## config.mk

```make
export PLATFORM = sky130hd
export DESIGN_NAME = bpnt_parser
export DESIGN_NICKNAME = d
export VERILOG_FILES = /design/src/design/beacon_parser_network_table_assert.svh /design/src/design/bpnt_pkg.sv /design/src/design/bpnt_parser.sv
export SDC_FILE = /design/constraint.sdc
export NUM_CORES = 1
export LEC_CHECK = 0
export BUFFER_PORTS_ARGS = -buffer_cell sky130_fd_sc_hd__buf_2
export CAP_MARGIN = 30
export CORE_MARGIN = 2
export CORE_UTILIZATION = 61
export DETAILED_ROUTE_END_ITERATION = 8
export MAX_ROUTING_LAYER = met4
export PLACE_DENSITY = 0.86
export SYNTH_ARGS = -nofsm -noshare
export SYNTH_HDL_FRONTEND = slang
export SYNTH_SLANG_ARGS = --single-unit
```

## constraint.sdc

```tcl
create_clock -name clk -period 17.5 [get_ports clk]
set_clock_uncertainty 0.2 [all_clocks]
set_input_delay 2.625 -clock clk [delete_from_list [all_inputs] [get_ports clk]]
set_output_delay 2.625 -clock clk [all_outputs]
set_load 0.03 [all_outputs]
```

## src/design/beacon_parser_network_table_assert.svh

```systemverilog
// ----------------------------------------------------------------------------
// Assertion macros for the beacon parser network table
// Implication checks, compiled out for synthesis.
// ----------------------------------------------------------------------------
`ifndef BEACON_PARSER_NETWORK_TABLE_ASSERT_SVH
`define BEACON_PARSER_NETWORK_TABLE_ASSERT_SVH
`ifndef SYNTHESIS
`define BPNT_ASSERT_SAME(label, clk, rst_n, ante, cons) \
    label: assert property (@(posedge clk) disable iff (!rst_n) (ante) |-> (cons)) \
        else $error("assertion failed");
`define BPNT_ASSERT_NEXT(label, clk, rst_n, ante, cons) \
    label: assert property (@(posedge clk) disable iff (!rst_n) (ante) |=> (cons)) \
        else $error("assertion failed");
`else
`define BPNT_ASSERT_SAME(label, clk, rst_n, ante, cons)
`define BPNT_ASSERT_NEXT(label, clk, rst_n, ante, cons)
`endif
`endif

```

## src/design/bpnt_pkg.sv

```systemverilog
// ----------------------------------------------------------------------------
// bpnt_pkg
// Shared constants and types of the beacon parser network table.
// ----------------------------------------------------------------------------
package bpnt_pkg;

    localparam int TABLE_ENTRIES = 32;
    localparam int SLOT_W        = $clog2(TABLE_ENTRIES);
    localparam int NAME_BYTES    = 32;
    localparam int NAME_W        = $clog2(NAME_BYTES);
    localparam int POS_W         = 17;

    // opcodes
    localparam logic [1:0] OP_BYTE  = 2'd0;
    localparam logic [1:0] OP_CLEAR = 2'd1;
    localparam logic [1:0] OP_ENTRY = 2'd2;
    localparam logic [1:0] OP_SSID  = 2'd3;

    // result kinds
    localparam logic [1:0] KIND_FRAME = 2'd0;
    localparam logic [1:0] KIND_CLEAR = 2'd1;
    localparam logic [1:0] KIND_ENTRY = 2'd2;
    localparam logic [1:0] KIND_SSID  = 2'd3;

    // frame verdicts
    localparam logic [2:0] ST_NEW     = 3'd0;
    localparam logic [2:0] ST_UPDATED = 3'd1;
    localparam logic [2:0] ST_BAD     = 3'd2;
    localparam logic [2:0] ST_NOT_BCN = 3'd3;
    localparam logic [2:0] ST_FULL    = 3'd4;

    // security codes
    localparam logic [1:0] SEC_PRIVACY = 2'd1;
    localparam logic [1:0] SEC_RSN     = 2'd2;

    // element ids and frame constants
    localparam logic [7:0]  EID_SSID     = 8'd0;
    localparam logic [7:0]  EID_DS       = 8'd3;
    localparam logic [7:0]  EID_RSN      = 8'd48;
    localparam logic [7:0]  MIN_HOFF     = 8'h4C;
    localparam logic [7:0]  FTYPE_MASK   = 8'hFC;
    localparam logic [7:0]  FTYPE_BEACON = 8'h80;
    localparam logic [7:0]  FTYPE_PROBE  = 8'h50;
    localparam logic [15:0] MIN_MLEN     = 16'd36;
    localparam logic [7:0]  LEVEL_BIAS   = 8'd100;
    localparam logic [7:0]  LEVEL_SAT    = 8'd227;

    typedef struct packed {
        logic [47:0]       bssid;
        logic [7:0]        channel;
        logic signed [7:0] rssi;
        logic [1:0]        security;
        logic [5:0]        ssid_length;
    } bpnt_entry_t;

    // search token handed from cell to cell
    typedef struct packed {
        logic              valid;
        logic              found;
        logic [SLOT_W-1:0] slot;
    } bpnt_token_t;

    // table write broadcast; entry.rssi carries the new level
    typedef struct packed {
        logic              en;
        logic              is_new;
        logic [SLOT_W-1:0] slot;
        bpnt_entry_t       entry;
    } bpnt_wr_t;

    // parsed view of the current buffer
    typedef struct packed {
        logic [POS_W-1:0] size;
        logic [7:0]       hoff;
        logic [8:0]       doff;
        logic [7:0]       hlen;
        logic [15:0]      mlen;
        logic [7:0]       level_raw;
        logic [7:0]       frame_ctl;
        logic [47:0]      bssid;
        logic [7:0]       channel;
        logic [1:0]       security;
        logic [5:0]       name_len;
    } bpnt_frame_t;

endpackage

```

## src/design/bpnt_parser.sv

```systemverilog
// ----------------------------------------------------------------------------
// bpnt_parser
// Captures descriptor words and frame fields, walks information elements.
// ----------------------------------------------------------------------------
module bpnt_parser
    import bpnt_pkg::*;
(
    input  logic                       clk,
    input  logic                       rst_n,
    input  logic                       restart,
    input  logic                       byte_en,
    input  logic [7:0]                 data_byte,
    output bpnt_frame_t                frame,
    output logic [NAME_BYTES-1:0][7:0] name
);

    logic [POS_W-1:0] pos_reg, pos_next;
    logic [31:0] w0_reg, w0_next, w3_reg, w3_next, w4_reg, w4_next, w7_reg, w7_next;
    logic [7:0]  fc_reg, fc_next;
    logic [1:0]  phase_reg, phase_next;
    logic [7:0]  eid_reg, eid_next;
    logic [7:0]  elen_reg, elen_next;
    logic [7:0]  ecnt_reg, ecnt_next;
    logic        stop_reg, stop_next;
    logic [47:0] bssid_reg, bssid_next;
    logic [NAME_BYTES-1:0][7:0] name_reg, name_next;
    logic [5:0]  nlen_reg, nlen_next;
    logic [7:0]  chan_reg, chan_next;
    logic [1:0]  sec_reg, sec_next;

    logic [7:0]       hoff;
    logic [15:0]      mlen;
    logic [POS_W-1:0] rel;
    logic [31:0]      w0_shift;
    logic             in_frame;

    localparam logic [1:0] PH_ID   = 2'd0;
    localparam logic [1:0] PH_LEN  = 2'd1;
    localparam logic [1:0] PH_BODY = 2'd2;

    assign hoff     = w3_reg[23:16];
    assign mlen     = w4_reg[31:16];
    assign rel      = pos_reg - {{(POS_W-8){1'b0}}, hoff};
    assign w0_shift = {w0_reg[23:0], data_byte};
    assign in_frame = (pos_reg >= POS_W'(32)) && (hoff >= MIN_HOFF)
                      && (pos_reg >= {{(POS_W-8){1'b0}}, hoff})
                      && (rel < {{(POS_W-16){1'b0}}, mlen});

    // per-byte capture and element walk
    always_comb
    begin
        pos_next   = pos_reg;
        w0_next    = w0_reg;
        w3_next    = w3_reg;
        w4_next    = w4_reg;
        w7_next    = w7_reg;
        fc_next    = fc_reg;
        phase_next = phase_reg;
        eid_next   = eid_reg;
        elen_next  = elen_reg;
        ecnt_next  = ecnt_reg;
        stop_next  = stop_reg;
        bssid_next = bssid_reg;
        name_next  = name_reg;
        nlen_next  = nlen_reg;
        chan_next  = chan_reg;
        sec_next   = sec_reg;
        if (restart)
        begin
            pos_next   = '0;
            w0_next    = '0;
            w3_next    = '0;
            w4_next    = '0;
            w7_next    = '0;
            fc_next    = '0;
            phase_next = PH_ID;
            eid_next   = '0;
            elen_next  = '0;
            ecnt_next  = '0;
            stop_next  = 1'b0;
            bssid_next = '0;
            name_next  = '0;
            nlen_next  = '0;
            chan_next  = '0;
            sec_next   = '0;
        end
        else if (byte_en)
        begin
            if (pos_reg != {POS_W{1'b1}})
                pos_next = pos_reg + POS_W'(1);
            if (pos_reg < POS_W'(32))
            begin
                case (pos_reg[4:2])
                    3'd0: w0_next = w0_shift;
                    3'd3: w3_next = {w3_reg[23:0], data_byte};
                    3'd4: w4_next = {w4_reg[23:0], data_byte};
                    3'd7: w7_next = {w7_reg[23:0], data_byte};
                    default: ;
                endcase
                if (pos_reg == POS_W'(3))
                    chan_next = {3'b000, w0_shift[11], w0_shift[16:13]};
            end
            else if (in_frame)
            begin
                if (rel == '0)
                    fc_next = data_byte;
                if (rel >= POS_W'(16) && rel < POS_W'(22))
                begin
                    case (rel[2:0])
                        3'd0: bssid_next[7:0]   = data_byte;
                        3'd1: bssid_next[15:8]  = data_byte;
                        3'd2: bssid_next[23:16] = data_byte;
                        3'd3: bssid_next[31:24] = data_byte;
                        3'd4: bssid_next[39:32] = data_byte;
                        3'd5: bssid_next[47:40] = data_byte;
                        default: ;
                    endcase
                end
                else if (rel == POS_W'(34))
                begin
                    if (data_byte[4])
                        sec_next = SEC_PRIVACY;
                end
                else if (rel >= POS_W'(36) && !stop_reg)
                begin
                    case (phase_reg)
                        PH_ID:
                        begin
                            if ({1'b0, rel} + 18'd2 > {2'b00, mlen})
                                stop_next = 1'b1;
                            else
                            begin
                                eid_next   = data_byte;
                                phase_next = PH_LEN;
                            end
                        end
                        PH_LEN:
                        begin
                            elen_next = data_byte;
                            ecnt_next = '0;
                            if ({1'b0, rel} + 18'd1 + {10'd0, data_byte} > {2'b00, mlen})
                                stop_next = 1'b1;
                            else
                            begin
                                if (eid_reg == EID_SSID && data_byte <= 8'd32)
                                    nlen_next = data_byte[5:0];
                                else if (eid_reg == EID_RSN)
                                    sec_next = SEC_RSN;
                                phase_next = (data_byte != 8'd0) ? PH_BODY : PH_ID;
                            end
                        end
                        default:
                        begin
                            if (eid_reg == EID_SSID && elen_reg <= 8'd32)
                                name_next[ecnt_reg[NAME_W-1:0]] = data_byte;
                            else if (eid_reg == EID_DS && ecnt_reg == 8'd0)
                                chan_next = data_byte;
                            ecnt_next = ecnt_reg + 8'd1;
                            if ({1'b0, ecnt_reg} + 9'd1 >= {1'b0, elen_reg})
                                phase_next = PH_ID;
                        end
                    endcase
                end
            end
        end
    end

    always_ff @(posedge clk or negedge rst_n)
    begin
        if (!rst_n)
        begin
            pos_reg   <= '0;
            w0_reg    <= '0;
            w3_reg    <= '0;
            w4_reg    <= '0;
            w7_reg    <= '0;
            fc_reg    <= '0;
            phase_reg <= PH_ID;
            eid_reg   <= '0;
            elen_reg  <= '0;
            ecnt_reg  <= '0;
            stop_reg  <= 1'b0;
            bssid_reg <= '0;
            name_reg  <= '0;
            nlen_reg  <= '0;
            chan_reg  <= '0;
            sec_reg   <= '0;
        end
        else
        begin
            pos_reg   <= pos_next;
            w0_reg    <= w0_next;
            w3_reg    <= w3_next;
            w4_reg    <= w4_next;
            w7_reg    <= w7_next;
            fc_reg    <= fc_next;
            phase_reg <= phase_next;
            eid_reg   <= eid_next;
            elen_reg  <= elen_next;
            ecnt_reg  <= ecnt_next;
            stop_reg  <= stop_next;
            bssid_reg <= bssid_next;
            name_reg  <= name_next;
            nlen_reg  <= nlen_next;
            chan_reg  <= chan_next;
            sec_reg   <= sec_next;
        end
    end

    assign frame.size      = pos_reg;
    assign frame.hoff      = hoff;
    assign frame.doff      = w3_reg[15:7];
    assign frame.hlen      = w3_reg[31:24];
    assign frame.mlen      = mlen;
    assign frame.level_raw = w7_reg[31:24];
    assign frame.frame_ctl = fc_reg;
    assign frame.bssid     = bssid_reg;
    assign frame.channel   = chan_reg;
    assign frame.security  = sec_reg;
    assign frame.name_len  = nlen_reg;
    assign name            = name_reg;

endmodule

```

Yosys cells after proc, flatten, opt, wreduce, memory -nomap -nowiden
Index checks and enable logic that the tools add are counted.
- $mul: 0
- $lt $le $gt $ge: 15
- shifts and indexed selects: 0
- div/mod/pow operators: 0
- muxes and demuxes: 127
- bitwise operators: 0
- reduce and logical (&&, ||, !) cells: 68
- $add $sub $neg: 7
- equal/unequal tests: 33
- operators by type and width (kind ; count):
    two-way mux 256 bit ; 9
    two-way mux 32 bit ; 12
    two-way mux 8 bit ; 47
    bitwise mux 256 bit ; 1
    two-way mux 48 bit ; 5
    two-way mux 6 bit ; 10
    two-way mux 17 bit ; 3
    two-way mux 2 bit ; 23
    nonzero test 2 bit ; 21
    demux 8 bit (select 5 bit) ; 1
    greater-than comparator 18 x 16 -> 1 bit ; 2
    two-way mux 9 bit ; 4
    AND reduction 9 bit ; 4
    greater-or-equal comparator 17 x 6 -> 1 bit, second input constant ; 2
    inequality test 3 bit, second input constant ; 10
    AND reduction 5 bit ; 6
    nonzero test 3 bit ; 7
    adder 17 x 1 -> 18 bit, second input constant ; 1
    adder 17 x 2 -> 18 bit, second input constant ; 1
    adder 18 x 8 -> 18 bit ; 1
    adder 17 x 1 -> 17 bit, second input constant ; 1
    == test 17 x 2 -> 1 bit, second input constant ; 1
    == test 17 x 6 -> 1 bit, second input constant ; 1
    greater-or-equal comparator 17 x 5 -> 1 bit, second input constant ; 1
    other kinds (42) ; 76
- memories: 0
- logic and storage cells: 302
- bits in writable memories: 0
- bits in latches: 0
- flip-flop bits (word level): 477
- ROM bits: 0

Longest topological paths before layout
- depth after elaboration: 14
- mapped depth: 27
- depth with buffers taken out: 27

Worst setup path before layout
No wires, ideal clock.
- kind: input to register
- start: input port data_byte[0]
- end: register nlen_reg[0]
- path buffers: 0
- required time: 17.164 ns
- path slack: 11.090 ns
- setup time: 0.136 ns
- data arrival time: 6.074 ns
- cell stages on the path: 20
- cells stage by stage: inv_1 > ha_1 > inv_1 > fa_1 > a21o_1 > a21o_1 > a21oi_1 > o21ai_0 > o211ai_1 > nor3_1 > xor2_1 > ha_1 > nor2b_1 > o21ai_0 > a21oi_1 > a211oi_1 > o211ai_1 > mux2i_1 > nand4_1 > mux2i_1
- word-level cells in the longest chain between the ends: 10
- ends and longest elaborated chain (what ; RTL line ; text):
    start: declaration ; bpnt_parser.sv:12 ; input logic [7:0] data_byte,
    parallel branches: the longest is 10 deep, another holds adder 18 x 8 -> 18 bit ; n/a ;
    end signal: assignment ; bpnt_parser.sv:204 ; nlen_reg <= nlen_next;
    end: declaration ; bpnt_parser.sv:27 ; logic [5:0] nlen_reg, nlen_next;
Parallel ways; which one is timed is not known. The select of a mux whose other input is x is not followed.
A chain may end at the register's enable or synchronous reset.

Final worst setup path
- start: input port data_byte[0]
- end: register nlen_reg[5]
- word-level cells in the longest chain between the ends: 4
- ends and longest elaborated chain (what ; RTL line):
    adder 18 x 8 -> 18 bit or less-or-equal comparator 8 x 6 -> 1 bit (tied branches) ; bpnt_parser.sv:141, bpnt_parser.sv:145
    greater-than comparator 18 x 16 -> 1 bit or logical AND 1 bit (tied branches) ; bpnt_parser.sv:141, bpnt_parser.sv:145
    inequality test 2 bit (no source line) or nonzero test 2 bit (tied branches) ; n/a
    AND reduction 9 bit (no source line) (*) ; n/a
Mark *: on every way between the ends. The rest lies on a longest branch, timed or not.

==> flow_metrics.tcl <==
set metrics [dict create \
    seq_area_frac_synth_pct 50.61 \
    dieWidth_um 200.0 \
    drv_slew 0 \
    cts_sinks 474 \
    dpl.cell_count 3078 \
    syn-instance-count 2333 \
    drive_gt1_share_pct 21.78 \
    final_util_pct 71.99 \
    core_um2 37760 \
    regArea_um2 11860 \
    ant_nets 0 \
    finalNonFillerCells 3169 \
    drc 0 \
    rsz0062_at_grt "false" \
    antenna_cells 0 \
    crit_path_start_kind "input pin" \
    via_per_inst 6.004 \
    syn_to_final_growth_pct 15.98 \
    clockBufferDepth 3 \
    cts_root_buf "clkbuf_16" \
    cts.reportedPaths.clkPinSlew_ns 0.06 \
    synth_edf_count 0 \
    wl_per_cell_um 22.20 \
    ys_async_sr_fraction_pct 100.0 \
    fin_ws_ns 10.07 \
    grt_pass1_wl_um 107000 \
    dp_slack_ns 9.663 \
    vias 19030 \
    r2r_start "pos_reg[0]" \
    post-route-period-util_pct 42.47 \
    hp-class "flop to flop" \
    ys_ff_latch 474 \
    syn-cell-area_um2 23440 \
    wirelength_um 70360 \
    synth_cell_types 74 \
    synth-xor-area-share_pct 1.863 \
    num_rows 71 \
    synth_compound_area_share_pct 6.871 \
    grt_overflow 0 \
    port_buffers 405 \
    synth_mux_area_share_pct 14.65 \
    power.density_nw_per_um2 88.15 \
    die_h_um 200.0 \
    cts_hold_buf 0 \
    dieArea_um2 40000 \
    postCtsSetupBuffers 0 \
    syn-num-nets 2429 \
    hold_viol_final 0 \
    grt_max_degree 183 \
    initialDrtViolationCount 1440 \
    critPathArrivalTime_ns 7.71 \
    synth_adder_area_share_pct 4.549 \
    clk-insertion-delay-late_ns 0.60 \
    p_leak_nw 15.46 \
    worst_setup_path_end_kind "flop" \
    max_freq_mhz 134.6 \
    final.min_clock_period_ns 7.432 \
    cts_tree "yes" \
    status "complete, no violations" \
    cp_max_fo 39 \
    setup_viol 0 \
    start_util_pct 62.07 \
    finish.net_count 2716 \
    cp.required_ns 17.78 \
    htree_num_levels 2 \
    dp_hpwl_um 46460 \
    cts_resized 0 \
    startpoint "data_byte[0]" \
    grt_pass1_vias 18700 \
    drv_cap 0 \
    power_mw 2.396 \
    cts-buffers-inserted 48 \
    synth_warnings 0 \
    grt.total_usage_pct 35.93 \
    multiInputGateArea_um2 10470 \
    slew_headroom_pct 22.73 \
    largest_reg_flops 256 \
    yosys.area_share.simple_pct 16.61 \
    grt_antenna_before_repair 0 \
    drt_first_pass_iters 5 \
    synth_top_family_by_area "simple AND/OR/NAND/NOR gates" \
    critPathKind "input pin to flop" \
    synth_ff_type "dfrtp_1" \
    place_congestion 0.9036 \
    syn_area_per_cell_um2 10.05 \
    ir_drop_uv 82.41 \
    fillerInstances 2655 \
    top_level_ports 406 \
    worstHoldStart "fc_reg[4]" \
    worst_pin_slew_ns 1.159 \
    fin_tns_setup_ns 0 \
]
==> Yosys cell counts (20+ instances only) <==
library cell | instances | area [µm²]
buf_4 | 49 | 367.9
inv_1 | 58 | 217.7
nand4_1 | 25 | 156.4
clkbuf_1 | 134 | 503.0
nor2_1 | 338 | 1269
nand2_1 | 266 | 998.5
nand3_1 | 65 | 325.3
ha_1 | 82 | 1026
dfrtp_1 | 474 | 11860
nor3_1 | 61 | 305.3
mux2i_1 | 306 | 3063
o21ai_0 | 35 | 175.2
mux2_2 | 25 | 281.5
a21oi_1 | 136 | 680.7
xor2_1 | 20 | 175.2
xnor2_1 | 28 | 245.2
==> worst paths after layout <==
kind / end / slack [ns] / cells past startpoint
max in group asynchronous: name[248] / 13.19 / 5
worst max-delay path: nlen_reg[5] / 10.07 / 21
worst max register to register: nlen_reg[5] / 10.69 / 26
worst min register to register: fc_reg[4] / 0.28 / 1
min in group asynchronous: name[65] / 1.91 / 1
worst min-delay path: fc_reg[4] / 0.28 / 1
==> cells by family (layout without fill, tap and decap cells) <==
kind of cell    Yosys count  count (layout)
buf+inv                 252             577
simple gates            872             872
xor+xnor                 49              49
mux                     339             339
flops                   474             474
fa+ha+maj                84              84
compound gates          263             263
==> worst max-delay path: stages <==
cell and delay [ns]:
buf_2 0.71, inv_1 0.24, ha_1 0.29, inv_1 0.07, fa_1 0.21, a21o_1 0.13, a21o_1 0.14, a21oi_1 0.09
o21ai_0 0.30, o211ai_1 0.22, nor3_1 0.26, xor2_1 0.17, ha_1 0.26, nor2b_1 0.13, o21ai_0 0.13, a21oi_1 0.10
a211oi_1 0.26, o211ai_1 0.14, mux2i_1 0.39, nand4_1 0.49, mux2i_1 0.34
==> power breakdown <==
group,switching (mW),leakage [nW],internal [mW]
combinational,0.144,8.05,0.0543
sequential,0.00476,6.59,1.10
clock,0.455,0.823,0.634
total,0.604,15.5,1.79
==> through the flow <==
| stage | instance area [µm²] | hold WS (ns) |
|---|---|---|
| floorplan | 23440 | 0.2795 |
| global placement | 25400 | 0.2631 |
| detailed placement | 25430 | 0.2714 |
| CTS | 27110 | 0.2850 |
| global route | 27180 | 0.3138 |
| finish | 27180 | 0.2839 |
==> layout make-up <==
cell class              instances  area share [%]
inverters                      60          0.8286
clock buffers                  65           5.096
well taps                     511           2.352
clock inverters                23           1.096
repair buffers                429           8.474
flip-flops and latches        474           43.64
multi-input cells            1607           38.51
==> placed cells by master (no fill, tap or decap), types with 7 or more instances in the layout <==
| cell type | count |
|---|---|
| a211oi_1 | 7 |
| nor2_1 | 338 |
| nand2_1 | 266 |
| and3_1 | 14 |
| xnor2_1 | 28 |
| buf_2 | 403 |
| a31o_2 | 9 |
| o21ai_1 | 7 |
| buf_4 | 19 |
| mux2i_1 | 306 |
| nand2b_1 | 15 |
| ha_1 | 82 |
| o211ai_1 | 11 |
| or2_2 | 9 |
| or3_1 | 8 |
| inv_1 | 58 |
| mux2_2 | 25 |
| clkinv_2 | 10 |
| clkbuf_16 | 48 |
| o21ai_0 | 35 |
| mux2_1 | 8 |
| nor2b_1 | 18 |
| nor3_1 | 59 |
| nor4_1 | 16 |
| and2_1 | 7 |
| xor2_1 | 20 |
| o21a_1 | 8 |
| dfrtp_1 | 474 |
| nand3_1 | 64 |
| a21oi_1 | 136 |
| a21o_1 | 11 |
| clkbuf_8 | 12 |
| nand4_1 | 25 |
==> layer usage <==
metal	GRT usage, %	up-vias	routed length (µm)
met4	15.64	0	3041
met3	7.913	190	5735
met1	45.34	9548	28000
met2	56.22	819	33580
li1	-	8471	-
met5	-	-	0
Power figures use the tool's default switching activity.
