`config.mk`:
```
export PLATFORM = sky130hd
export DESIGN_NAME = bpnt_cell
export DESIGN_NICKNAME = d
export VERILOG_FILES = /design/src/design/beacon_parser_network_table_assert.svh /design/src/design/bpnt_pkg.sv /design/src/design/bpnt_cell.sv
export SDC_FILE = /design/constraint.sdc
export NUM_CORES = 1
export LEC_CHECK = 0
export CELL_PAD_IN_SITES_DETAIL_PLACEMENT = 1
export CELL_PAD_IN_SITES_GLOBAL_PLACEMENT = 1
export CORE_UTILIZATION = 30
export CTS_BUF_LIST = sky130_fd_sc_hd__clkbuf_2 sky130_fd_sc_hd__clkbuf_4 sky130_fd_sc_hd__clkbuf_8
export DETAILED_ROUTE_END_ITERATION = 12
export DONT_BUFFER_PORTS = 1
export GPL_TIMING_DRIVEN = 0
export PLACE_DENSITY_LB_ADDON = 0.1
export SYNTH_ARGS = -nofsm -noshare
export SYNTH_HDL_FRONTEND = slang
export SYNTH_SLANG_ARGS = --single-unit
```
`constraint.sdc`:
```
create_clock -name clk -period 4.15 [get_ports clk]
set_input_delay 0.83 -clock clk [delete_from_list [all_inputs] [get_ports clk]]
set_output_delay 0.83 -clock clk [all_outputs]
set_load 0.03 [all_outputs]
```
`src/design/beacon_parser_network_table_assert.svh`:
```
// ----------------------------------------------------------------------------
// Assertion macros for the beacon parser network table
// Implication checks, compiled out for synthesis.
// ----------------------------------------------------------------------------
`ifndef BEACON_PARSER_NETWORK_TABLE_ASSERT_SVH
`define BEACON_PARSER_NETWORK_TABLE_ASSERT_SVH
`ifndef SYNTHESIS
`define BPNT_ASSERT_SAME(label, clk, rst_n, ante, cons) \
    label: assert property (@(posedge clk) disable iff (!rst_n) (ante) |-> (cons)) \
        else $error("assertion failed");
`define BPNT_ASSERT_NEXT(label, clk, rst_n, ante, cons) \
    label: assert property (@(posedge clk) disable iff (!rst_n) (ante) |=> (cons)) \
        else $error("assertion failed");
`else
`define BPNT_ASSERT_SAME(label, clk, rst_n, ante, cons)
`define BPNT_ASSERT_NEXT(label, clk, rst_n, ante, cons)
`endif
`endif

```
`src/design/bpnt_pkg.sv`:
```
// ----------------------------------------------------------------------------
// bpnt_pkg
// Shared constants and types of the beacon parser network table.
// ----------------------------------------------------------------------------
package bpnt_pkg;

    localparam int TABLE_ENTRIES = 32;
    localparam int SLOT_W        = $clog2(TABLE_ENTRIES);
    localparam int NAME_BYTES    = 32;
    localparam int NAME_W        = $clog2(NAME_BYTES);
    localparam int POS_W         = 17;

    // opcodes
    localparam logic [1:0] OP_BYTE  = 2'd0;
    localparam logic [1:0] OP_CLEAR = 2'd1;
    localparam logic [1:0] OP_ENTRY = 2'd2;
    localparam logic [1:0] OP_SSID  = 2'd3;

    // result kinds
    localparam logic [1:0] KIND_FRAME = 2'd0;
    localparam logic [1:0] KIND_CLEAR = 2'd1;
    localparam logic [1:0] KIND_ENTRY = 2'd2;
    localparam logic [1:0] KIND_SSID  = 2'd3;

    // frame verdicts
    localparam logic [2:0] ST_NEW     = 3'd0;
    localparam logic [2:0] ST_UPDATED = 3'd1;
    localparam logic [2:0] ST_BAD     = 3'd2;
    localparam logic [2:0] ST_NOT_BCN = 3'd3;
    localparam logic [2:0] ST_FULL    = 3'd4;

    // security codes
    localparam logic [1:0] SEC_PRIVACY = 2'd1;
    localparam logic [1:0] SEC_RSN     = 2'd2;

    // element ids and frame constants
    localparam logic [7:0]  EID_SSID     = 8'd0;
    localparam logic [7:0]  EID_DS       = 8'd3;
    localparam logic [7:0]  EID_RSN      = 8'd48;
    localparam logic [7:0]  MIN_HOFF     = 8'h4C;
    localparam logic [7:0]  FTYPE_MASK   = 8'hFC;
    localparam logic [7:0]  FTYPE_BEACON = 8'h80;
    localparam logic [7:0]  FTYPE_PROBE  = 8'h50;
    localparam logic [15:0] MIN_MLEN     = 16'd36;
    localparam logic [7:0]  LEVEL_BIAS   = 8'd100;
    localparam logic [7:0]  LEVEL_SAT    = 8'd227;

    typedef struct packed {
        logic [47:0]       bssid;
        logic [7:0]        channel;
        logic signed [7:0] rssi;
        logic [1:0]        security;
        logic [5:0]        ssid_length;
    } bpnt_entry_t;

    // search token handed from cell to cell
    typedef struct packed {
        logic              valid;
        logic              found;
        logic [SLOT_W-1:0] slot;
    } bpnt_token_t;

    // table write broadcast; entry.rssi carries the new level
    typedef struct packed {
        logic              en;
        logic              is_new;
        logic [SLOT_W-1:0] slot;
        bpnt_entry_t       entry;
    } bpnt_wr_t;

    // parsed view of the current buffer
    typedef struct packed {
        logic [POS_W-1:0] size;
        logic [7:0]       hoff;
        logic [8:0]       doff;
        logic [7:0]       hlen;
        logic [15:0]      mlen;
        logic [7:0]       level_raw;
        logic [7:0]       frame_ctl;
        logic [47:0]      bssid;
        logic [7:0]       channel;
        logic [1:0]       security;
        logic [5:0]       name_len;
    } bpnt_frame_t;

endpackage

```
`src/design/bpnt_cell.sv`:
```
// ----------------------------------------------------------------------------
// bpnt_cell
// One table entry; compares the passing search token against its BSSID.
// ----------------------------------------------------------------------------
module bpnt_cell
    import bpnt_pkg::*;
(
    input  logic              clk,
    input  logic              rst_n,
    input  logic [SLOT_W-1:0] cell_index,
    input  logic [SLOT_W:0]   used_count,
    input  logic [47:0]       key,
    input  bpnt_token_t       tok_in,
    input  bpnt_wr_t          wr,
    output bpnt_token_t       tok_out,
    output bpnt_entry_t       entry
);

    bpnt_token_t tok_reg, tok_next;
    bpnt_entry_t entry_reg, entry_next;
    logic        live;

    assign live = {1'b0, cell_index} < used_count;

    // token hop: first live match claims the slot
    always_comb
    begin
        tok_next = tok_in;
        if (tok_in.valid && !tok_in.found && live && entry_reg.bssid == key)
        begin
            tok_next.found = 1'b1;
            tok_next.slot  = cell_index;
        end
    end

    // entry write, keeping the best level on update
    always_comb
    begin
        entry_next = entry_reg;
        if (wr.en && wr.slot == cell_index)
        begin
            entry_next.channel     = wr.entry.channel;
            entry_next.security    = wr.entry.security;
            entry_next.ssid_length = wr.entry.ssid_length;
            if (wr.is_new)
            begin
                entry_next.bssid = wr.entry.bssid;
                entry_next.rssi  = wr.entry.rssi;
            end
            else if (wr.entry.rssi > entry_reg.rssi)
                entry_next.rssi = wr.entry.rssi;
        end
    end

    always_ff @(posedge clk or negedge rst_n)
    begin
        if (!rst_n)
            tok_reg <= '0;
        else
            tok_reg <= tok_next;
    end

    always_ff @(posedge clk)
    begin
        entry_reg <= entry_next;
    end

    assign tok_out = tok_reg;
    assign entry   = entry_reg;

endmodule

```
# [Yosys cells after proc, flatten, opt, wreduce, memory -nomap -nowiden]
# Index checks and enable logic that the tools add are counted.
# Widths: inputs -> output; s select.
[word_totals] reg_bits=79 inputBits=147
[classes] order_cmp=2 n_eq_ne=2 mux=3 reduce_logical=8
[ops] op="$eq 48x48->1" count=1
[ops] op="$mux 8" count=2
[ops] op="$gt 8x8->1" count=1
[ops] op="$lt 5x6->1" count=1
[ops] op="$mux 6" count=1
[ops] op="$eq 5x5->1" count=1
[ops] op="$logic_and 1x1->1" count=4
[ops] op="$reduce_and 2->1" count=2
[ops] op="$reduce_bool 2->1" count=1
[ops] op="$logic_not 1->1" count=1

# [Logic depth before layout (Yosys ltp)]
# Gate-level depths: netlist (run 1).
[logic_depth] ltp_word=5 depth_mapped=8 mapped_depth_nobuf=8

# [Worst setup path before layout (run 1)]
# Ideal clock, no wire load.
[synth_timing] path_kind="input -> register" start="input port cell_index[1]" end="register entry_reg (netlist bit entry[24]) (enable)" setup_ps=410 t_arrival_ps=3002 required_ps=3740 path_slack_ps=738 cell_stages=4 cell_sequence="xor2_1 nor4_1 and3_1 and2_1"
[synth_between] elab_chain_len=3
[synth_rtl] item="from (decl)" line_no="bpnt_cell.sv:10" text="input logic [SLOT_W-1:0] cell_index,"
[synth_rtl] item="$eq 5x5->1" line_no="bpnt_cell.sv:40" text="if (wr.en && wr.slot == cell_index)"
[synth_rtl] item="$logic_and 1x1->1" line_no="bpnt_cell.sv:40"
[synth_rtl] item="$reduce_and 2->1 (no line)"
[synth_rtl] item="to (signal assigned)" line_no="bpnt_cell.sv:65" text="entry_reg <= entry_next;"
[synth_rtl] item="to (decl)" line_no="bpnt_cell.sv:20" text="bpnt_entry_t entry_reg, entry_next;"
# No other way between the ends.
# A chain may end at the register's enable or synchronous reset.

# [Worst setup path after layout (run 1)]
[layout_timing] start="input port cell_index[1]" end="register entry_reg (netlist bit entry[35]) (enable)"
# Same word-level chain as after synthesis.

==> metrics.md, run 1 <==
| Metric | Value |
|---|---|
| Worst path buffer plus inverter count | 1 |
| Total number of placement rows | 38 |
| Final clock period utilization by the worst path | 66.02% |
| Worst IR Drop VDD | 215.1 µV |
| Minimum setup slack after placement | 938.7 ps |
| Fraction of the yosys area taken by sequential cells | 69.62% |
| Routed via count | 1,748 |
| Detailed-routed wire length on met3 | 780 µm |
| Number of placed instances with taps included | 352 |
| Clk Tree Root Cell | sky130_fd_sc_hd__clkbuf_8 |
| Class of the most critical hold timing path | input port to async pin |
| Layout cells sized above 1 | 11.40% |
| Post-Layout Cell Count | 368 |
| Largest net degree at the start of global routing | 40 |
| Fill count | 1,101 |
| Total wire length after detailed routing | 7712 µm |
| WL/cell | 20.96 µm |
| Largest buffer count on any clock path | 2 |
| Utilization of the core after routing | 34.62% |
| Worst-Margin Slew | 760.9 ps |
| Syn Std Cell Area | 3357 µm² |
| Drc violations | 0 |
| Worst EP arrival | 2780 ps |
| Number of inserted diodes | 0 |
| Setup bufs post-CTS | 0 |
| All-layer global routing usage | 13.20% |
| Number of resized instances in the post-cts repair step | 0 |
| Initial core utilization | 30.83% |
| Tightest slew margin relative to the limit | 49.28% |
| Achievable Freq | 365.0 MHz |
| H-tree depth | 3 |
| Global-route wire length before repair | 10,710 µm |
| Overall die height | 107.8 µm |
| Ratio of total power to cell area | 425.4 nW/µm² |
| Antenna Violating Nets Remaining | 0 |
| Worst Path Max Fanout | 39 |
| Number of unique standard cell types used by synthesis | 30 |
| Via density per instance | 4.750 |
| Cell depth of the worst flop-to-flop path | 6 |
| Clock-pin slew reported for the worst setup and hold paths after clock tree synthesis | 80 ps |
| Final critical-path required period | 2740 ps |
| Floorplan die width | 107.8 µm |
| Total Power | 1.604 mW |
| Number of cells on the critical path | 5 |
| Initial antenna violation count | 0 |
| Gate count of the mapped netlist | 211 |
| Outcome | finished, final reports clean |
| Slowest cell delay on critical path | 720 ps |
| Die Footprint | 11,620 µm² |
| Vias in the first global route | 1,930 |
| Top Ports | 226 |
| Detailed-placement wirelength estimate | 6235 µm |
| Total length of routed met2 wires | 4126 µm |
| Gr ovfl total | 0 |
| Number of failing setup endpoints in the final timing report | 0 |
| Drt initial violations | 51 |
| # nets final | 382 |
| Commonest cells after routing, fill and taps aside | sky130_fd_sc_hd__edfxtp_1 (72), sky130_fd_sc_hd__xor2_1 (29), sky130_fd_sc_hd__inv_1 (23) |
| Core footprint | 10,890 µm² |
| CTS tree | yes |
| Top routing layer in use | met4 |
| Avg Cell Area, Syn | 15.91 µm² |
| Fin Setup TNS | 0 ps |
| First-pass DRT Iterations | 4 |
| Total of flip-flops plus latches after synthesis | 79 |
| Leading cell type in the layout, fill and taps excluded | sky130_fd_sc_hd__edfxtp_1 |
| Number of buffers created by CTS | 9 |
| Total of max-cap violations | 0 |
| Unrepaired setup endpoints after global routing | no |
| Final RePlAce weighted congestion | 0.6409 |
| Cell Chain, Critical Path | xor2_1, nor4_1, and3_1, and2_2, buf_12 |
| CP Capture Type | flip-flop |
| Worst Setup Path Type | input port to flip-flop |
| Net count of the mapped netlist | 370 |
| CTS Hold Buffers Added | 0 |
| Layout area overhead | 12.30% |
| Port-buffer cells | 0 |
| Later-pin clock latency in the skew report | 350 ps |
| Highest-delay cell along the critical path | sky130_fd_sc_hd__and3_1 |
| Final max-slew violation count | 0 |
| Leakage power figure | 1.338 nW |
| Kind of cell with the highest combined delay on the critical path | simple AND/OR/NAND/NOR gates |
| Flip-flop count of the largest register, all copies and words added | 72 |
| Wire length on met1 | 2673 µm |
| Data required, critical path | 4190 ps |
| Startpoint type of the worst setup path | input port |
| Post-route setup slack | 1410 ps |
| Number of sinks on the clock net | 79 |
| Number of synthesis warnings | 0 |
| Final hold violations | 0 |
| Clock Skews | 13.28 ps |
## layer usage
metal | GRT usage (%) | vias to the layer above
met5 | 0 | -
met4 | 7.926 | 0
met3 | 5.872 | 10
met2 | 23.08 | 114
met1 | 12.69 | 825
li1 | - | 799
## final timing paths
path                                from  slack [ps]          to
min reg2reg                    entry[45]        1170  tok_out[0]
max reg2reg                    entry[50]        1480  tok_out[4]
max in group asynchronous          rst_n        3920  tok_out[3]
max                        cell_index[1]        1410   entry[35]
min in group clk               tok_in[6]         500  tok_out[6]
min                                rst_n         160  tok_out[4]
## final cells by class
type	instances	area [µm²]	area share [%]
Timing Repair Buffer	1	20.02	0.5310
Clock inverter	4	70.07	1.859
Clock buffer	12	146.4	3.883
Sequential cell	79	2337	62.00
Inverter	23	86.33	2.290
Tap cell	140	175.2	4.647
Multi-Input combinational cell	109	934.6	24.79
## worst reg2reg max path: stages, from the launching register on
cell                       delay, ps
sky130_fd_sc_hd__edfxtp_1        550
sky130_fd_sc_hd__xnor2_1         230
sky130_fd_sc_hd__nand4_1         150
sky130_fd_sc_hd__nor4_1          420
sky130_fd_sc_hd__nand4_1         240
sky130_fd_sc_hd__nor4_4          570
sky130_fd_sc_hd__mux2_2          400
## through the flow
| stage | area [µm²] | hold slack, ps |
|---|---|---|
| final | 3770 | 159.1 |
| after global routing | 3770 | 116.4 |
| after CTS | 3770 | 123.4 |
| after detailed placement | 3553 | 534.6 |
| after global placement | 3532 | 534.6 |
| after floorplan | 3357 | 534.4 |
## cells in the mapped netlist
master / n / area (µm²)
sky130_fd_sc_hd__a2111oi_2: 1 / 15.01
sky130_fd_sc_hd__a211o_1: 1 / 8.760
sky130_fd_sc_hd__a21o_1: 1 / 7.510
sky130_fd_sc_hd__a21oi_1: 2 / 10.01
sky130_fd_sc_hd__a221oi_1: 3 / 26.28
sky130_fd_sc_hd__a22o_1: 1 / 8.760
sky130_fd_sc_hd__and2_1: 1 / 6.260
sky130_fd_sc_hd__and3_1: 1 / 6.260
sky130_fd_sc_hd__dfrtp_1: 7 / 175.2
sky130_fd_sc_hd__edfxtp_1: 72 / 2162
sky130_fd_sc_hd__ha_1: 12 / 150.1
sky130_fd_sc_hd__inv_1: 23 / 86.33
sky130_fd_sc_hd__mux2_2: 5 / 56.30
sky130_fd_sc_hd__nand2_1: 2 / 7.510
sky130_fd_sc_hd__nand2b_1: 1 / 6.260
sky130_fd_sc_hd__nand3_1: 2 / 10.01
sky130_fd_sc_hd__nand4_1: 7 / 43.79
sky130_fd_sc_hd__nor2_1: 1 / 3.750
sky130_fd_sc_hd__nor2b_1: 2 / 12.51
sky130_fd_sc_hd__nor4_1: 8 / 50.05
sky130_fd_sc_hd__nor4_4: 1 / 21.27
sky130_fd_sc_hd__o2111ai_1: 1 / 8.760
sky130_fd_sc_hd__o211ai_1: 1 / 7.510
sky130_fd_sc_hd__o21a_1: 3 / 22.52
sky130_fd_sc_hd__o21bai_1: 1 / 7.510
sky130_fd_sc_hd__o22ai_1: 3 / 18.77
sky130_fd_sc_hd__o2bb2ai_1: 1 / 8.760
sky130_fd_sc_hd__or2_2: 1 / 6.260
sky130_fd_sc_hd__xnor2_1: 17 / 148.9
sky130_fd_sc_hd__xor2_1: 29 / 254.0
## cells by family after synthesis
logic type / synth area share [%]
compound gates: 4.473
xor+xnor: 12.00
fa+ha+maj: 4.472
buf+inv: 2.572
flops: 69.62
mux: 1.677
simple gates: 5.181
## report_power, final
group          total (mW)  switching, mW  leakage, nW  internal [mW]
clock network       0.634          0.276        0.115          0.358
registers           0.913         0.0312        0.730          0.882
logic              0.0570         0.0261        0.493         0.0308
No activity file was read; power rests on OpenSTA's default activity.
==> inputs of run 2 (changes only) <==
--- a/config.mk
+++ b/config.mk
@@ -5,6 +5,7 @@
 export SDC_FILE = /design/constraint.sdc
 export NUM_CORES = 1
 export LEC_CHECK = 0
+export ABC_AREA = 1
 export CELL_PAD_IN_SITES_DETAIL_PLACEMENT = 1
 export CELL_PAD_IN_SITES_GLOBAL_PLACEMENT = 1
 export CORE_UTILIZATION = 30
==> constraint.sdc (replaced) <==
create_clock -name clk -period 2.3 [get_ports clk]
set_input_delay 0.46 -clock clk [delete_from_list [all_inputs] [get_ports clk]]
set_output_delay 0.46 -clock clk [all_outputs]
set_load 0.03 [all_outputs]
==> metrics.md, run 2 <==
| Metric | Value |
|---|---|
| Total wire length after detailed routing | 10,130 µm |
| Outcome | finished, final reports clean |
| Cell type contributing the most total cell area after synthesis | sky130_fd_sc_hd__edfxtp_1 |
| Number of enable flip-flop cells after synthesis | 72 |
| Startpoint type of the worst setup path | flip-flop |
| Drc violations | 0 |
| Via density per instance | 4.428 |
| Leading cell types by count after synthesis | sky130_fd_sc_hd__nand2_1 (152), sky130_fd_sc_hd__inv_1 (104), sky130_fd_sc_hd__edfxtp_1 (72), sky130_fd_sc_hd__nor2_1 (52), sky130_fd_sc_hd__ha_1 (12) |
| Cell depth of the worst flop-to-flop path | 9 |
| CTS tree | yes |
| Clock Skews | 13.86 ps |
| Routed via count | 2,772 |
| First-pass DRT Iterations | 4 |
| Final RePlAce weighted congestion | 0.7489 |
| Worst Hold Path Cells | 0 |
| Gr ovfl total | 0 |
| Later-pin clock latency in the skew report | 370 ps |
| Number of unique standard cell types used by synthesis | 21 |
| Top Ports | 226 |
| Worst Setup Path Type | flip-flop to flip-flop |
| CP Capture Type | flip-flop |
| # nets final | 608 |
| Layout cells sized above 1 | 5.519% |
| Port-buffer cells | 0 |
| Final max-slew violation count | 0 |
| Worst R2R Setup Slack | 200 ps |
| Reg-to-reg critical path startpoint | entry[15] |
| Fill count | 1,530 |
| Achievable Freq | 475.3 MHz |
| Syn Std Cell Area | 3870 µm² |
| Drt initial violations | 128 |
| Class of the most critical hold timing path | input port to flip-flop |
| Wire length on met1 | 3465 µm |
| Top routing layer in use | met4 |
| Number of failing setup endpoints in the final timing report | 0 |
| Unrepaired setup endpoints after global routing | no |
| All-layer global routing usage | 15.40% |
| Worst EP arrival | 2170 ps |
| Tightest slew margin relative to the limit | 59.23% |
| Post-route setup slack | 195.9 ps |
| Flip-flop count of the largest register, all copies and words added | 72 |
| Total number of placement rows | 41 |
| Die Footprint | 13,360 µm² |
| Worst-Margin Slew | 610.2 ps |
| Vias in the first global route | 2,918 |
| Number of synthesis warnings | 0 |
| Number of buffers created by CTS | 9 |
| Data required, critical path | 2370 ps |
| Number of sinks on the clock net | 79 |
| Top area cells in the synthesized netlist | sky130_fd_sc_hd__edfxtp_1 (56%), sky130_fd_sc_hd__nand2_1 (15%), sky130_fd_sc_hd__inv_1 (10%), sky130_fd_sc_hd__nor2_1 (5.0%), sky130_fd_sc_hd__dfrtp_1 (4.5%) |
| Clk Tree Root Cell | sky130_fd_sc_hd__clkbuf_8 |
| Net count of the mapped netlist | 595 |
| Core footprint | 12,620 µm² |
| Worst Path Max Fanout | 8 |
| Clock-pin slew reported for the worst setup and hold paths after clock tree synthesis | 90 ps |
| Final clock period utilization by the worst path | 91.48% |
| Critical R2R Capture | entry[10] |
| Final critical-path required period | 2104 ps |
| Detailed-placement wirelength estimate | 8082 µm |
| Initial core utilization | 30.67% |
| Commonest cells after routing, fill and taps aside | sky130_fd_sc_hd__nand2_1 (151), sky130_fd_sc_hd__inv_1 (103), sky130_fd_sc_hd__edfxtp_1 (72) |
| Minimum setup slack after placement | -539.3 ps |
| H-tree depth | 3 |
| Gate count of the mapped netlist | 436 |
| Total length of routed met2 wires | 5004 µm |
| Largest net degree at the start of global routing | 25 |
| Overall die height | 115.6 µm |
| Avg Cell Area, Syn | 8.876 µm² |
| Proportion of synthesized flip-flops having asynchronous set or reset | 8.861% |
| Antenna Violating Nets Remaining | 0 |
| Most common cell in the netlist | sky130_fd_sc_hd__nand2_1 |
| Leakage power figure | 2.052 nW |
| Leading cell type in the layout, fill and taps excluded | sky130_fd_sc_hd__nand2_1 |
| Layout area overhead | 11.32% |
| Setup bufs post-CTS | 0 |
| Worst IR Drop VDD | 389.2 µV |
| Total of flip-flops plus latches after synthesis | 79 |
| Post-synth top area share | 55.87% |
| Top FF cell, synth | sky130_fd_sc_hd__edfxtp_1 |
| Floorplan die width | 115.6 µm |
| Fraction of the yosys area taken by sequential cells | 60.39% |
| Ratio of total power to cell area | 660.2 nW/µm² |
| Worst hold path startpoint | tok_in[6] |
| Utilization of the core after routing | 34.14% |
| Initial antenna violation count | 1 |
| Largest buffer count on any clock path | 2 |
| Total of max-cap violations | 0 |
| Endpoint, Worst Hold | tok_out[6] |
| WL/cell | 16.18 µm |
| Detailed-routed wire length on met3 | 1479 µm |
| Global-route wire length before repair | 14,850 µm |
| Final hold violations | 0 |
## run 2: repair_timing
action,in CTS,in global routing
endpoints found under the setup margin,48,8
pin swaps,0,0
resized for setup,1,2
hold endpoints to repair,7,0
hold buffers,1,0
cloned,1,0
## run 2: kinds of logic (layout without fill, tap and decap cells)
logic type	count (synthesis)	after routing	share of synthesized area, %
AND/OR/NAND/NOR	224	224	23.25
XOR/XNOR	2	2	0.4527
AO/OA/AOI/OAI	14	14	1.843
other	0	1	0
flip-flops	79	79	60.39
adder cells (fa/ha/maj)	12	12	3.880
buffers and inverters	105	122	10.18
## run 2: critical path, stage by stage (launching register included)
cell,delay [ps]
sky130_fd_sc_hd__edfxtp_1,560
sky130_fd_sc_hd__inv_1,90
sky130_fd_sc_hd__ha_1,330
sky130_fd_sc_hd__nand2_1,80
sky130_fd_sc_hd__inv_1,40
sky130_fd_sc_hd__nor3_1,240
sky130_fd_sc_hd__nand3b_1,120
sky130_fd_sc_hd__nand2_1,80
sky130_fd_sc_hd__nand3_1,110
sky130_fd_sc_hd__nand2_4,160
## run 2: layout make-up
class,count,area (µm²),area share [%]
Inverter,105,397.9,9.236
Timing Repair Buffer,1,10.01,0.2324
Sequential cell,79,2337,54.25
Clock buffer,10,131.4,3.050
Timing Repair inverter,1,7.507,0.1743
Clock inverter,5,58.81,1.365
Multi-Input combinational cell,252,1147,26.63
Tap cell,172,215.2,4.996
Antenna cell,1,2.502,0.05809
## run 2: stage by stage
stage	hold slack (ps)	TNS [ps]	instances	power, mW	cell area (µm²)
after floorplan	164.4	0	436	1.801	3875
after global placement	164.6	-21830	608	1.830	4090
after detailed placement	164.5	-25660	608	1.836	4090
after CTS	81.84	0	625	2.903	4298
after global routing	83.16	0	625	2.984	4305
final	118.2	0	626	2.844	4308
## run 2: worst max path at each step
stage	startpoint	end	slack, ps	cells past startpoint
after floorplan	wr[75]	entry[24]	90	6
after global placement	wr[75]	entry[68]	-460	6
after detailed placement	wr[75]	entry[49]	-540	6
after CTS	entry[15]	entry[10]	20	9
after global routing	entry[15]	entry[13]	10	9
final	entry[15]	entry[10]	200	9
## run 2: power by group
group / total (mW) / internal, mW / switching, mW
Clock: 1.04 / 0.510 / 0.530
Sequential: 1.66 / 1.60 / 0.0679
Combinational: 0.141 / 0.0579 / 0.0827
Total: 2.84 / 2.16 / 0.681
## run 2: routing by layer
layer	vias to the layer above	track usage (%)
met1	1263	14.37
met3	15	9.885
li1	1354	-
met2	140	26.59
met5	-	0
met4	0	6.580
==> inputs of run 3 (changes only) <==
--- a/config.mk
+++ b/config.mk
@@ -8,7 +8,7 @@
 export ABC_AREA = 1
 export CELL_PAD_IN_SITES_DETAIL_PLACEMENT = 1
 export CELL_PAD_IN_SITES_GLOBAL_PLACEMENT = 1
-export CORE_UTILIZATION = 30
+export CORE_UTILIZATION = 35
 export CTS_BUF_LIST = sky130_fd_sc_hd__clkbuf_2 sky130_fd_sc_hd__clkbuf_4 sky130_fd_sc_hd__clkbuf_8
 export DETAILED_ROUTE_END_ITERATION = 12
 export DONT_BUFFER_PORTS = 1
==> constraint.sdc (replaced) <==
create_clock -name clk -period 2.3 [get_ports clk]
set_input_delay 0.23 -clock clk [delete_from_list [all_inputs] [get_ports clk]]
set_output_delay 0.23 -clock clk [all_outputs]
set_load 0.03 [all_outputs]
==> metrics.md, run 3 (same netlist as run 2, synthesis figures left out) <==
| Metric | Value |
|---|---|
| Startpoint type of the worst setup path | flip-flop |
| Number of inserted diodes | 0 |
| Outcome | finished, final reports clean |
| Via density per instance | 4.562 |
| Largest net degree at the start of global routing | 25 |
| Detailed-placement wirelength estimate | 7702 µm |
| Drc violations | 0 |
| Final critical-path required period | 2114 ps |
| Leading cell type in the layout, fill and taps excluded | sky130_fd_sc_hd__nand2_1 |
| Reg-to-reg critical path startpoint | entry[15] |
| Drt initial violations | 57 |
| Setup bufs post-CTS | 0 |
| Total wire length after detailed routing | 10,800 µm |
| Final RePlAce weighted congestion | 0.7573 |
| Worst R2R Setup Slack | 190 ps |
| First-pass DRT Iterations | 6 |
| Number of failing setup endpoints in the final timing report | 0 |
| WL/cell | 16.10 µm |
| Die Footprint | 11,480 µm² |
| H-tree depth | 3 |
| End point of the critical path | entry[10] |
| Layout area overhead | 29.91% |
| All-layer global routing usage | 19.08% |
| Antenna Violating Nets Remaining | 0 |
| Final hold violations | 0 |
| Total of max-cap violations | 0 |
| CP Capture Type | flip-flop |
| Leakage power figure | 2.377 nW |
| Worst setup path startpoint | entry[15] |
| Global-route wire length before repair | 16,030 µm |
| Total number of placement rows | 38 |
| Achievable Freq | 473.1 MHz |
| CTS tree | yes |
| Flip-flop count of the largest register, all copies and words added | 72 |
| Number of sinks on the clock net | 79 |
| Core footprint | 10,790 µm² |
| Total Power | 2.806 mW |
| Ratio of total power to cell area | 558.1 nW/µm² |
| Worst Path Max Fanout | 8 |
| Worst hold path startpoint | cell_index[0] |
| Worst EP arrival | 2160 ps |
| Worst-Margin Slew | 600.0 ps |
| Tightest slew margin relative to the limit | 59.91% |
| Vias in the first global route | 3,365 |
| Gr ovfl total | 0 |
| Top Ports | 226 |
| Commonest cells after routing, fill and taps aside | sky130_fd_sc_hd__nand2_1 (151), sky130_fd_sc_hd__inv_1 (103), sky130_fd_sc_hd__dlygate4sd3_1 (80) |
| Worst Setup Path Type | flip-flop to flip-flop |
| Routed via count | 3,061 |
| Cell depth of the worst flop-to-flop path | 10 |
| Final max-slew violation count | 0 |
| # nets final | 687 |
| Clk Tree Root Cell | sky130_fd_sc_hd__clkbuf_8 |
| Largest buffer count on any clock path | 2 |
| Clock-pin slew reported for the worst setup and hold paths after clock tree synthesis | 80 ps |
| Floorplan die width | 107.2 µm |
| Class of the most critical hold timing path | input port to flip-flop |
| Clock Skews | 10.20 ps |
| Number of buffers created by CTS | 9 |
| Critical R2R Capture | entry[10] |
| Later-pin clock latency in the skew report | 340 ps |
| Initial antenna violation count | 0 |
| Port-buffer cells | 0 |
| Worst IR Drop VDD | 291.8 µV |
| Hold Worst Slack | 36.48 ps |
| Data required, critical path | 2350 ps |
| Overall die height | 107.2 µm |
| Layout cells sized above 1 | 4.708% |
| Initial core utilization | 35.86% |
| Final clock period utilization by the worst path | 91.91% |
-- run 3: changes by cell type in the layout (fill, tap and decap cells not counted), sizes merged --
cell and change:
diode -1, inv -1, clkinv +1, clkbuf +2, bufinv -1, dlygate4sd3 +79
clkinvlp -2
-- run 3: routing by layer --
layer	part of all wire [%]	wire, µm	vias to the layer above	track usage (%)
met1	35	3764	1408	19.00
met4	1.5	159	0	7.241
met5	0	0	-	0
met2	53	5774	128	35.58
li1	-	-	1512	-
met3	10	1103	13	7.234
-- run 3: through the flow --
stage	worst slack, ps	cells	instance area, µm²	util [%]	setup TNS, ps
2_1_floorplan	180.4	436	3874	-	0
3_3_place_gp	-343.9	576	4049	37.51	-16330
3_5_place_dp	-401.6	576	4049	37.51	-19140
4_1_cts	5.224	671	5014	46.45	0
5_1_grt	-18.20	671	5027	46.58	-133.0
6_report	186.1	671	5027	46.58	0
-- run 3: timing repair --
action	CTS	global route
gates resized for setup	1	4
hold buffers	80	0
hold endpoints to repair	86	0
gates cloned	1	0
setup endpoints to repair	48	39
-- run 3: layout make-up --
cell class | count | area [µm²]
Clock buffer | 12 | 146.4
Inverter | 105 | 397.9
Timing Repair inverter | 1 | 7.507
Clock inverter | 2 | 10.01
Fill cell | 1239 | 5766
Sequential cell | 79 | 2337
Multi-Input combinational cell | 252 | 1152
Timing Repair Buffer | 80 | 800.8
Tap cell | 140 | 175.2
-- run 3: worst max-delay path, stage by stage, from the launching register on --
cell and delay (ps):
sky130_fd_sc_hd__edfxtp_1 540, sky130_fd_sc_hd__inv_1 80, sky130_fd_sc_hd__ha_1 350, sky130_fd_sc_hd__nand2_1 100, sky130_fd_sc_hd__nor2_1 200, sky130_fd_sc_hd__nand2_1 110, sky130_fd_sc_hd__nand2_1 70, sky130_fd_sc_hd__nand2_1 50
sky130_fd_sc_hd__nand2_1 60, sky130_fd_sc_hd__nand3_1 100, sky130_fd_sc_hd__nand2_4 160
-- run 3: power breakdown --
part | switching [mW] | internal [mW]
sequential | 0.0679 | 1.60
clock | 0.476 | 0.414
combinational | 0.106 | 0.147
-- run 3: worst min-delay path by stage --
stage | depth (start not counted) | slack, ps | end
detailed placement | 0 | -70 | tok_out[6]
global route | 2 | 20 | tok_out[1]
global placement | 0 | -70 | tok_out[6]
floorplan | 0 | -70 | tok_out[0]
CTS | 2 | 10 | tok_out[2]
finish | 2 | 40 | tok_out[0]
